## config.mk

```make
export PLATFORM = sky130hd
export DESIGN_NAME = isq_cell
export DESIGN_NICKNAME = d
export VERILOG_FILES = /design/src/sv/isq_pkg.sv /design/src/sv/isq_cell.sv
export SDC_FILE = /design/constraint.sdc
export NUM_CORES = 1
export LEC_CHECK = 0
export BUFFER_PORTS_ARGS = -buffer_cell sky130_fd_sc_hd__buf_2
export CAP_MARGIN = 20
export CORE_MARGIN = 3
export CORE_UTILIZATION = 49
export CTS_CLUSTER_SIZE = 12
export DETAILED_ROUTE_END_ITERATION = 6
export PLACE_DENSITY = 0.86
export SYNTH_ARGS = -nofsm -noshare
export SYNTH_HDL_FRONTEND = slang
export SYNTH_SLANG_ARGS = --single-unit
```

## constraint.sdc

```tcl
create_clock -name clk -period 5.1 [get_ports clk]
set_input_delay 1.275 -clock clk [delete_from_list [all_inputs] [get_ports clk]]
set_output_delay 1.275 -clock clk [all_outputs]
set_load 0.02 [all_outputs]
```

## src/sv/isq_pkg.sv

```systemverilog
// ----------------------------------------------------------------------------
// Indexed sequence store package
// Widths, operation and status codes, and the command that runs along the
// row of storage cells.
// ----------------------------------------------------------------------------
package isq_pkg;

    localparam int CAPACITY = 64;
    localparam int IDX_W    = $clog2(CAPACITY);
    localparam int CNT_W    = $clog2(CAPACITY + 1);
    localparam int KIND_W   = 3;
    localparam int POS_W    = 10;
    localparam int VAL_W    = 32;
    localparam int ST_W     = 2;
    localparam int LEN_W    = 7;
    localparam int CMP_W    = (POS_W > CNT_W) ? POS_W + 1 : CNT_W + 1;

    typedef enum logic [KIND_W-1:0] {
        KIND_READ   = 3'd0,
        KIND_HEAD   = 3'd1,
        KIND_TAIL   = 3'd2,
        KIND_AT     = 3'd3,
        KIND_DELETE = 3'd4
    } kind_t;

    typedef enum logic [ST_W-1:0] {
        ST_DONE  = 2'd0,
        ST_RANGE = 2'd1,
        ST_FULL  = 2'd2
    } status_t;

    typedef enum logic [1:0] {
        ACT_NONE,
        ACT_READ,
        ACT_INSERT,
        ACT_DELETE
    } act_t;

    typedef enum logic {
        S_IDLE,
        S_GATHER
    } state_t;

    typedef struct packed {
        act_t             act;
        logic [IDX_W-1:0] pos;
        logic [VAL_W-1:0] value;
    } cell_cmd_t;

endpackage

```

## src/sv/isq_cell.sv

```systemverilog
// ----------------------------------------------------------------------------
// Indexed sequence store cell
// Holds one entry of the sequence. On an insert at or below its index it takes
// its lower neighbour's entry or the new value, on a delete at or below it its
// upper neighbour's entry, and on a read it captures its entry when the position names it.
// ----------------------------------------------------------------------------
module isq_cell (
    input  logic                     clk,
    input  logic [isq_pkg::IDX_W-1:0] idx,
    input  isq_pkg::cell_cmd_t       cmd,
    input  logic [isq_pkg::VAL_W-1:0] prev_entry,
    input  logic [isq_pkg::VAL_W-1:0] next_entry,
    output logic [isq_pkg::VAL_W-1:0] entry,
    output logic [isq_pkg::VAL_W-1:0] rd
);
    import isq_pkg::*;

    logic [VAL_W-1:0] entry_reg;
    logic [VAL_W-1:0] entry_next;
    logic [VAL_W-1:0] rd_reg;
    logic [VAL_W-1:0] rd_next;

    always_comb
    begin
        entry_next = entry_reg;
        rd_next    = '0;
        case (cmd.act)
            ACT_INSERT:
            begin
                if (idx > cmd.pos)
                begin
                    entry_next = prev_entry;
                end
                else if (idx == cmd.pos)
                begin
                    entry_next = cmd.value;
                end
            end
            ACT_DELETE:
            begin
                if (idx >= cmd.pos)
                begin
                    entry_next = next_entry;
                end
            end
            ACT_READ:
            begin
                if (idx == cmd.pos)
                begin
                    rd_next = entry_reg;
                end
            end
            default:
            begin
                entry_next = entry_reg;
            end
        endcase
    end

    always_ff @(posedge clk)
    begin
        entry_reg <= entry_next;
        rd_reg    <= rd_next;
    end

    assign entry = entry_reg;
    assign rd    = rd_reg;

endmodule
```

After elaboration in Yosys (flattened, before gate mapping)
Cells that the tools add are included.
- reduce and logical (&&, ||, !) cells: 3
- $lt $le $gt $ge: 2
- multiplexer cells: 4
- eq/ne operators: 6
- operators with widths (operator ; count):
    two-way mux 32 bit ; 3
    case mux 32 bit (2 select lines) ; 1
    == test 6 bit ; 1
    greater-or-equal comparator 6 bit ; 1
    greater-than comparator 6 bit ; 1
    == test 2 bit (second input constant) ; 2
    != test 3 bit (second input constant) ; 1
    AND reduction 3 bit ; 1
    == test 2 x 1 -> 1 bit (second input constant) ; 1
    != test 2 bit (second input constant) ; 1
    AND reduction 2 bit ; 1
    nonzero test 2 bit ; 1
- logic and storage cells: 17
- input port bits: 111
- register bits: 64
- output and inout bits: 64

Depth between registers and ports, before layout
Gate-level depths: netlist of run 1.
- depth in word-level cells: 4
- mapped depth: 8
- gate-level depth less buffers: 6

Worst setup path after synthesis of run 1
Ideal clock, no wire load.
- path type: input-to-reg
- start point: input port cmd[37] (netlist name)
- end point: register entry_reg[0] (netlist: entry[0]), enable pin
- data required time: 4708 ps
- buffers on the path: 1
- stages on the path: 7
- data arrival time: 3043 ps
- slack: 1665 ps
- setup time: 392 ps
- cell sequence: inv_1 ha_1 nand2_1 o21ai_2 buf_2 a21o_1 and2_1
- word-level cells in the longest chain between the ends: 3
- ends and longest elaborated chain (element ; line ; text):
    start: declaration ; isq_cell.sv:10 ; input isq_pkg::cell_cmd_t cmd,
    greater-than comparator 6 bit, or another cell as far along ; isq_cell.sv:30 ; if (idx > cmd.pos)
    != test 3 bit (no line) / != test 2 bit (equally long branches) ; -- ;
    AND reduction 3 bit (no line) (*) ; -- ;
    end signal: assignment ; isq_cell.sv:62 ; entry_reg <= entry_next;
    end: declaration ; isq_cell.sv:18 ; logic [VAL_W-1:0] entry_reg;
Every way passes the cells marked *; elsewhere a longest branch is shown, timed or not.
A chain may end at the register's enable or synchronous reset.

Worst setup path in the final report of run 1
- start point: input port cmd[37] (netlist name)
- end point: register rd_reg[25] (netlist: rd[25])
- word-level cells in the longest chain between the ends: 2
- ends and longest elaborated chain (element ; line ; text):
    == test 6 bit ; isq_cell.sv:48 ; if (idx == cmd.pos)
    AND reduction 2 bit (no line) ; -- ;
    end signal: assignment ; isq_cell.sv:63 ; rd_reg <= rd_next;
    end: declaration ; isq_cell.sv:20 ; logic [VAL_W-1:0] rd_reg;
Every way passes these cells.

==> results of run 1 <==
-- cell families after synthesis --
kind of cell    after synthesis
buf+inv                      42
compound gates               40
fa+ha+maj                     6
flops                        64
simple gates                191
-- final timing paths --
kind / endpoint / slack, ns / cells past startpoint
worst max register to register: rd[3] / 4.39 / 1
worst max-delay path: rd[25] / 1.82 / 7
worst min-delay path: rd[18] / 0.47 / 1
worst min register to register: rd[18] / 0.47 / 1
-- cells in the final DEF, fill, tap and decap left out, types with 6 or more instances in the layout --
master                      instances
sky130_fd_sc_hd__a2111oi_0         11
sky130_fd_sc_hd__and2_1            33
sky130_fd_sc_hd__buf_2            174
sky130_fd_sc_hd__clkbuf_8           9
sky130_fd_sc_hd__dfxtp_1           32
sky130_fd_sc_hd__edfxtp_1          32
sky130_fd_sc_hd__ha_1               6
sky130_fd_sc_hd__inv_1              6
sky130_fd_sc_hd__nor2_1            53
sky130_fd_sc_hd__nor3_1            32
sky130_fd_sc_hd__nor4_1            43
sky130_fd_sc_hd__nor4b_2           21
sky130_fd_sc_hd__o211ai_1          21
-- cell type report --
class	instances	area, um2	area share (%)
clock buffer	11	153	3.42
timing repair buffer	178	921	20.6
clock inverter	5	27.5	0.617
inverter	6	22.5	0.504
sequential	64	1600	35.9
multi-input combinational	237	1620	36.4
tap	93	116	2.61
-- stage by stage --
step,std cells,worst slack (ns),hold WS (ns),util (%),instance area [um2]
4_1_cts,593,1.79,0.472,67.6,4440
3_3_place_gp,577,1.56,0.456,64.8,4260
5_1_grt,594,1.57,0.497,68.0,4460
6_report,594,1.82,0.472,68.0,4460
3_5_place_dp,577,1.44,0.457,64.8,4260
2_1_floorplan,343,1.67,0.608,-,3440
-- metal layers --
metal | part of all wire (%) | routed length (um) | global-route usage [%]
met1 | 42 | 3910 | 29.8
met2 | 48 | 4470 | 36.8
met3 | 7.8 | 731 | 5.93
met4 | 2.1 | 198 | 7.54
met5 | 0 | 0 | 0
-- where the power goes --
part,internal (mW),switching [mW],total (mW),leakage [nW]
logic,0.115,0.162,0.277,1.32
clock network,0.204,0.191,0.395,0.0989
registers,0.585,0.0181,0.603,0.564
total,0.904,0.371,1.27,1.98
==> metrics.txt, run 1 <==
# TYPE chip_impl_metric gauge
chip_impl_info{name="outcome",value="completed"} 1
chip_impl_metric{name="antenna_left",unit=""} 0
chip_impl_info{name="synth_top_family_by_area",value="simple AND/OR/NAND/NOR gates"} 1
chip_impl_metric{name="crit_path_max_incr_delay",unit="ns"} 0.89
chip_impl_info{name="setup_repair_after_global_routing_missed_its_margin",value="no"} 1
chip_impl_metric{name="worstSkewPairLatency",unit="ns"} 0.33
chip_impl_metric{name="gp_congestion",unit=""} 0.893
chip_impl_info{name="dominantRegCellSynth",value="sky130_fd_sc_hd__edfxtp_1"} 1
chip_impl_info{name="critical_path.top_delay_family",value="simple AND/OR/NAND/NOR gates"} 1
chip_impl_info{name="synthMostInstantiatedCell",value="sky130_fd_sc_hd__nor2_1"} 1
chip_impl_metric{name="number_of_antenna_repair_diodes",unit=""} 0
chip_impl_metric{name="synth.top_cell.area_share",unit="%"} 27.9
chip_impl_metric{name="postCtsSetupBuffers",unit=""} 0
chip_impl_metric{name="synth_sequential_area_ratio",unit="%"} 46.6
chip_impl_info{name="holdCritPathClass",value="reg2reg"} 1
chip_impl_metric{name="tritoncts.num_buffers",unit=""} 9
chip_impl_metric{name="critPathArrivalTime",unit="ns"} 3.55
chip_impl_metric{name="postSynthRegisterBits",unit=""} 64
chip_impl_info{name="critPathLaunchType",value="input pin"} 1
chip_impl_metric{name="cells_after_synthesis",unit=""} 343
chip_impl_metric{name="min_period",unit="ns"} 3.28
chip_impl_metric{name="postSynthNetCount",unit=""} 460
chip_impl_metric{name="synth_cell_types",unit=""} 29
chip_impl_metric{name="routed_vias",unit=""} 3295
chip_impl_metric{name="routed_wire_length_per_instance",unit="um"} 15.7
chip_impl_metric{name="maxSlewHeadroom",unit="%"} 34.6
chip_impl_metric{name="timing.final.max_slew_violations",unit=""} 0
chip_impl_metric{name="die-area",unit="um2"} 8060
chip_impl_metric{name="synthToLayoutAreaGrowth",unit="%"} 29.8
chip_impl_metric{name="die_h",unit="um"} 89.8
chip_impl_metric{name="filler_cell_count",unit=""} 533
chip_impl_metric{name="worst-path-buf-inv",unit=""} 2
chip_impl_metric{name="cts_sinks",unit=""} 64
chip_impl_metric{name="drt-total-wl",unit="mm"} 9.31
chip_impl_metric{name="ys_async_sr_fraction",unit="%"} 0
chip_impl_metric{name="finalSetupViolations",unit=""} 0
chip_impl_metric{name="grt.total_usage",unit="%"} 22.8
chip_impl_metric{name="floorplan.die.width",unit="um"} 89.8
chip_impl_metric{name="min_period_over_period",unit="%"} 64.4
chip_impl_metric{name="coreArea",unit="um2"} 6570
chip_impl_metric{name="power",unit="mW"} 1.27
chip_impl_metric{name="initialDrtViolationCount",unit=""} 452
chip_impl_metric{name="nNetsFinal",unit=""} 613
chip_impl_metric{name="cellLeakagePower",unit="nW"} 1.98
chip_impl_info{name="netlist.top_cell.by_area",value="sky130_fd_sc_hd__edfxtp_1"} 1
chip_impl_metric{name="max-cap-violations",unit=""} 0
chip_impl_metric{name="synth_simple_gate_area_share",unit="%"} 35.8
chip_impl_info{name="worstHoldStart",value="entry[18]"} 1
chip_impl_info{name="worst_setup_path_startpoint",value="cmd[37]"} 1
chip_impl_metric{name="irDropWorstVdd",unit="uV"} 119
chip_impl_metric{name="cts-htree-levels",unit=""} 3
chip_impl_metric{name="critical_path_required",unit="ns"} 5.36
chip_impl_metric{name="grt_pass1_vias",unit=""} 3027
chip_impl_metric{name="placementRows",unit=""} 29
chip_impl_metric{name="grt_pass1_wl",unit="mm"} 14.9
chip_impl_metric{name="post_cts_resized",unit=""} 0
chip_impl_metric{name="synth.yosys.warnings",unit=""} 0
chip_impl_metric{name="synthesis.area",unit="um2"} 3440
chip_impl_metric{name="detail_route.drc_violations",unit=""} 0
chip_impl_metric{name="maximum_clock_rate",unit="MHz"} 305
chip_impl_info{name="critical_path.reg2reg.startpoint",value="entry[3]"} 1
chip_impl_metric{name="cellPowerDensity",unit="nW/um2"} 286
chip_impl_metric{name="detailedRoute.firstPassIterationCount",unit=""} 7
chip_impl_metric{name="hpwlAfterDp",unit="mm"} 6.90
chip_impl_info{name="ys_top_cells_by_area",value="sky130_fd_sc_hd__edfxtp_1, sky130_fd_sc_hd__dfxtp_1, sky130_fd_sc_hd__nor4b_2"} 1
chip_impl_info{name="critical_path.cell_chain",value="buf_2, inv_1, ha_1, and4_4, nand3_4, nor3b_4, and2_1"} 1
chip_impl_metric{name="xor_and_xnor_fraction_of_the_mapped_netlist_area",unit="%"} 0
chip_impl_metric{name="post_synth_mux_area_share",unit="%"} 0
chip_impl_metric{name="synth_compound_area_share",unit="%"} 8.95
chip_impl_metric{name="critical_path_peak_fanout",unit=""} 54
chip_impl_metric{name="skew",unit="ns"} 0.00803
chip_impl_metric{name="clkSlewWorstSetupHoldPaths",unit="ns"} 0.07
chip_impl_metric{name="grt_start_max_net_pins",unit=""} 58
chip_impl_metric{name="port_buffers",unit=""} 174
chip_impl_metric{name="worstMarginPinSlew",unit="ns"} 0.982
chip_impl_info{name="critPathKind",value="in2reg"} 1
chip_impl_metric{name="cts_hold_buf",unit=""} 0
chip_impl_metric{name="layout-drive-gt1-share",unit="%"} 43.9
chip_impl_metric{name="synthesis.area_per_instance",unit="um2"} 10.0
chip_impl_info{name="clk_tree_root_cell",value="sky130_fd_sc_hd__clkbuf_8"} 1
chip_impl_info{name="worstSetupEndpointType",value="flop"} 1
chip_impl_metric{name="synth_enable_flop_cells",unit=""} 32
chip_impl_metric{name="finalHoldViolations",unit=""} 0
chip_impl_metric{name="top_ports",unit=""} 175
chip_impl_metric{name="synth-adder-area-share",unit="%"} 2.18
chip_impl_info{name="synth.cells.most_frequent",value="sky130_fd_sc_hd__nor2_1, sky130_fd_sc_hd__nor4_1, sky130_fd_sc_hd__and2_1"} 1
chip_impl_metric{name="grt_antenna_before_repair",unit=""} 0
chip_impl_metric{name="detail_route.vias_per_cell",unit=""} 5.55
chip_impl_info{name="critical-path-slowest-cell",value="sky130_fd_sc_hd__nor3b_4"} 1
chip_impl_metric{name="start_util",unit="%"} 52.4
chip_impl_info{name="cts_tree",value="done"} 1
chip_impl_metric{name="cts-root-to-sink-buffers",unit=""} 2
chip_impl_metric{name="total_global_routing_overflow",unit=""} 0
chip_impl_metric{name="totalNegativeSetupSlack",unit="ns"} 0
Power figures use the tool's default switching activity.
==> inputs of run 2 (changes only) <==
--- a/config.mk
+++ b/config.mk
@@ -5,13 +5,14 @@
 export SDC_FILE = /design/constraint.sdc
 export NUM_CORES = 1
 export LEC_CHECK = 0
+export ABC_AREA = 1
 export BUFFER_PORTS_ARGS = -buffer_cell sky130_fd_sc_hd__buf_2
 export CAP_MARGIN = 20
 export CORE_MARGIN = 3
-export CORE_UTILIZATION = 49
+export CORE_UTILIZATION = 45
 export CTS_CLUSTER_SIZE = 12
 export DETAILED_ROUTE_END_ITERATION = 6
-export PLACE_DENSITY = 0.86
+export PLACE_DENSITY = 0.82
 export SYNTH_ARGS = -nofsm -noshare
 export SYNTH_HDL_FRONTEND = slang
 export SYNTH_SLANG_ARGS = --single-unit
==> constraint.sdc (replaced) <==
create_clock -name clk -period 3.1 [get_ports clk]
set_input_delay 0.775 -clock clk [delete_from_list [all_inputs] [get_ports clk]]
set_output_delay 0.775 -clock clk [all_outputs]
set_load 0.02 [all_outputs]
==> run 2 against run 1 <==
Clock-buffer cell count grew 1. Register-to-register slack lost 2.0 ns. Critical endpoint is now entry[1]. Core utilization shrank 5.5 points. Sequential share of layout area grew 1.4 points. Critical path type unchanged. Global-route usage shrank 1.8 points. Via count shrank 8.9%. Flip-flop and latch count is the same. Cell area shrank 3.8%. Largest power group unchanged. Clock skew shrank 0.00092 ns. Cell count grew 14%. Hold slack gained 0.023 ns. Sequential power grew 65%.
==> metrics.txt, run 2 <==
# TYPE chip_impl_metric gauge
chip_impl_info{name="critPathKind",value="in2reg"} 1
chip_impl_metric{name="maxSlewHeadroom",unit="%"} 30.4
chip_impl_metric{name="postSynthRegisterBits",unit=""} 64
chip_impl_metric{name="port_buffers",unit=""} 174
chip_impl_metric{name="finalHoldWorstSlack",unit="ns"} 0.496
chip_impl_info{name="holdCritPathClass",value="reg2reg"} 1
chip_impl_metric{name="detailedRoute.firstPassIterationCount",unit=""} 5
chip_impl_metric{name="initialDrtViolationCount",unit=""} 87
chip_impl_info{name="netlist.top_cell.by_area",value="sky130_fd_sc_hd__edfxtp_1"} 1
chip_impl_metric{name="critical_path_required",unit="ns"} 3.19
chip_impl_info{name="synth_top_family_by_area",value="simple AND/OR/NAND/NOR gates"} 1
chip_impl_metric{name="finalSetupViolations",unit=""} 0
chip_impl_info{name="outcome",value="completed"} 1
chip_impl_metric{name="grt_pass1_wl",unit="mm"} 13.7
chip_impl_info{name="dominantRegCellSynth",value="sky130_fd_sc_hd__edfxtp_1"} 1
chip_impl_metric{name="gp_congestion",unit=""} 0.833
chip_impl_metric{name="synth_compound_area_share",unit="%"} 0.311
chip_impl_metric{name="clkSlewWorstSetupHoldPaths",unit="ns"} 0.07
chip_impl_info{name="mostFrequentLayoutCell",value="sky130_fd_sc_hd__buf_2"} 1
chip_impl_metric{name="p_switching",unit="mW"} 0.609
chip_impl_metric{name="synthesis.area",unit="um2"} 3220
chip_impl_metric{name="start_util",unit="%"} 46.8
chip_impl_metric{name="hpwlAfterDp",unit="mm"} 6.49
chip_impl_info{name="ys_top_cells_by_area",value="sky130_fd_sc_hd__edfxtp_1, sky130_fd_sc_hd__dfxtp_1, sky130_fd_sc_hd__inv_1"} 1
chip_impl_metric{name="synth_cell_types",unit=""} 21
chip_impl_metric{name="worstSkewPairLatency",unit="ns"} 0.34
chip_impl_metric{name="die-area",unit="um2"} 8200
chip_impl_metric{name="cts_hold_buf",unit=""} 0
chip_impl_metric{name="internal-power",unit="mW"} 1.49
chip_impl_metric{name="power",unit="mW"} 2.10
chip_impl_metric{name="total_global_routing_overflow",unit=""} 0
chip_impl_metric{name="grt_pass1_vias",unit=""} 2941
chip_impl_metric{name="cts_sinks",unit=""} 64
chip_impl_metric{name="post_cts_resized",unit=""} 0
chip_impl_metric{name="grt_antenna_before_repair",unit=""} 0
chip_impl_metric{name="xor_and_xnor_fraction_of_the_mapped_netlist_area",unit="%"} 0
chip_impl_info{name="synth.cells.most_frequent",value="sky130_fd_sc_hd__inv_1, sky130_fd_sc_hd__nand2_1, sky130_fd_sc_hd__nand3_1"} 1
chip_impl_metric{name="seqCellArea",unit="um2"} 1600
chip_impl_metric{name="share_clk_of_total_power",unit="%"} 31.9
chip_impl_metric{name="power_frac_comb",unit="%"} 20.9
chip_impl_metric{name="synth_sequential_area_ratio",unit="%"} 49.8
chip_impl_metric{name="tritoncts.num_buffers",unit=""} 9
chip_impl_info{name="critPathLaunchType",value="input pin"} 1
chip_impl_metric{name="met3_wirelength",unit="um"} 709
chip_impl_metric{name="max-cap-violations",unit=""} 0
chip_impl_info{name="clk_tree_root_cell",value="sky130_fd_sc_hd__clkbuf_8"} 1
chip_impl_metric{name="synthesis.area_per_instance",unit="um2"} 7.94
chip_impl_metric{name="grt.total_usage",unit="%"} 20.9
chip_impl_metric{name="postCtsSetupBuffers",unit=""} 0
chip_impl_metric{name="power_frac_seq",unit="%"} 47.2
chip_impl_metric{name="routed_wire_length_per_instance",unit="um"} 12.6
chip_impl_metric{name="ys_async_sr_fraction",unit="%"} 0
chip_impl_metric{name="top_ports",unit=""} 175
chip_impl_metric{name="cts-htree-levels",unit=""} 3
chip_impl_metric{name="coreArea",unit="um2"} 6870
chip_impl_metric{name="detail_route.vias_per_cell",unit=""} 4.43
chip_impl_metric{name="die_h",unit="um"} 90.5
chip_impl_metric{name="min_period_over_period",unit="%"} 73.6
chip_impl_metric{name="cellPowerDensity",unit="nW/um2"} 490
chip_impl_metric{name="netSwitchingFraction",unit="%"} 29.0
chip_impl_metric{name="synthToLayoutAreaGrowth",unit="%"} 33.5
chip_impl_metric{name="cells_after_synthesis",unit=""} 405
chip_impl_metric{name="antenna_left",unit=""} 0
chip_impl_metric{name="synth-adder-area-share",unit="%"} 2.33
chip_impl_metric{name="skew",unit="ns"} 0.00711
chip_impl_metric{name="min_period",unit="ns"} 2.28
chip_impl_metric{name="synth.top_cell.area_share",unit="%"} 29.9
chip_impl_metric{name="totalNegativeSetupSlack",unit="ns"} 0
chip_impl_metric{name="post_synth_mux_area_share",unit="%"} 0
chip_impl_metric{name="wl_met2",unit="mm"} 4.41
chip_impl_metric{name="critPathArrivalTime",unit="ns"} 2.37
chip_impl_info{name="cts_tree",value="done"} 1
chip_impl_metric{name="area_of_the_multi_input_gates",unit="um2"} 1070
chip_impl_metric{name="synth.yosys.warnings",unit=""} 0
chip_impl_metric{name="nNetsFinal",unit=""} 694
chip_impl_metric{name="irDropWorstVdd",unit="uV"} 167
chip_impl_metric{name="utilization",unit="%"} 62.5
chip_impl_metric{name="floorplan.die.width",unit="um"} 90.5
chip_impl_info{name="synthMostInstantiatedCell",value="sky130_fd_sc_hd__inv_1"} 1
chip_impl_metric{name="filler_cell_count",unit=""} 598
chip_impl_metric{name="drt-total-wl",unit="mm"} 8.52
chip_impl_info{name="final_cell_mix",value="sky130_fd_sc_hd__buf_2, sky130_fd_sc_hd__inv_1, sky130_fd_sc_hd__nand2_1, sky130_fd_sc_hd__nand3_1"} 1
chip_impl_metric{name="routedLengthMet1",unit="mm"} 3.26
chip_impl_info{name="worstSetupEndpointType",value="flop"} 1
chip_impl_metric{name="routed_vias",unit=""} 3001
chip_impl_metric{name="placementRows",unit=""} 30
chip_impl_info{name="setup_repair_after_global_routing_missed_its_margin",value="no"} 1
chip_impl_metric{name="maximum_clock_rate",unit="MHz"} 438
chip_impl_metric{name="number_of_antenna_repair_diodes",unit=""} 0
chip_impl_metric{name="worstMarginPinSlew",unit="ns"} 1.04
chip_impl_metric{name="synth_enable_flop_cells",unit=""} 32
chip_impl_metric{name="cts-root-to-sink-buffers",unit=""} 2
chip_impl_info{name="top_layer",value="met4"} 1
chip_impl_metric{name="synth_simple_gate_area_share",unit="%"} 30.8
chip_impl_metric{name="timing.final.max_slew_violations",unit=""} 0
chip_impl_metric{name="finalHoldViolations",unit=""} 0
chip_impl_metric{name="layout-drive-gt1-share",unit="%"} 39.3
chip_impl_metric{name="cellLeakagePower",unit="nW"} 2.57
chip_impl_metric{name="postSynthNetCount",unit=""} 522
chip_impl_metric{name="detail_route.drc_violations",unit=""} 0
chip_impl_metric{name="grt_start_max_net_pins",unit=""} 33
chip_impl_metric{name="critical_path_peak_fanout",unit=""} 32
## run 2: power by group through the flow
stage | Sequential [mW] | Combinational [mW] | Clock, mW
3_3_place_gp | 1.01 | 0.429 | 0
5_1_grt | 0.999 | 0.492 | 0.729
4_1_cts | 0.995 | 0.443 | 0.681
2_1_floorplan | 1.08 | 0.214 | 0
3_5_place_dp | 1.01 | 0.439 | 0
6_report | 0.994 | 0.440 | 0.671
## run 2: cell families (layout without fill, tap and decap cells)
logic type / Yosys count / count (layout)
fa+ha+maj: 6 / 6
buf+inv: 127 / 304
compound gates: 2 / 2
flops: 64 / 64
simple gates: 206 / 206
## run 2: worst max-delay path: stages
cell,delay [ns]
sky130_fd_sc_hd__buf_2,0.10
sky130_fd_sc_hd__ha_1,0.31
sky130_fd_sc_hd__nand2_1,0.15
sky130_fd_sc_hd__inv_1,0.06
sky130_fd_sc_hd__nand2_1,0.10
sky130_fd_sc_hd__nand3_4,0.24
sky130_fd_sc_hd__nand2_4,0.38
sky130_fd_sc_hd__nand2_1,0.11
sky130_fd_sc_hd__nand3_1,0.09
sky130_fd_sc_hd__nand2_1,0.05
## run 2: cell type report
| type | count | area share [%] |
|---|---|---|
| Tap cell | 96 | 2.80 |
| Inverter | 109 | 9.53 |
| Sequential cell | 64 | 37.3 |
| Multi-Input combinational cell | 214 | 25.0 |
| Timing Repair Buffer | 179 | 21.2 |
| Clock inverter | 4 | 1.05 |
| Clock buffer | 12 | 3.15 |
## run 2: final timing paths
check | from | slack [ns] | to | cells past startpoint
setup / recovery | idx[5] | 0.82 | entry[1] | 10
setup reg to reg | entry[3] | 2.41 | rd[3] | 2
hold reg to reg | entry[21] | 0.50 | rd[21] | 2
hold / removal | entry[21] | 0.50 | rd[21] | 2
## run 2: metal layers
metal | vias to the layer above | global-route usage, %
li1 | 1543 | -
met1 | 1304 | 23.5
met2 | 142 | 37.4
met3 | 12 | 5.83
met4 | 0 | 8.16
met5 | - | 0
## run 2: stage by stage
step	area, um2	instances	setup WS (ns)
floorplan	3220	405	0.362
global placement	4110	662	0.528
finish	4290	678	0.818
detailed placement	4110	662	0.463
global route	4290	678	0.614
CTS	4290	678	0.822
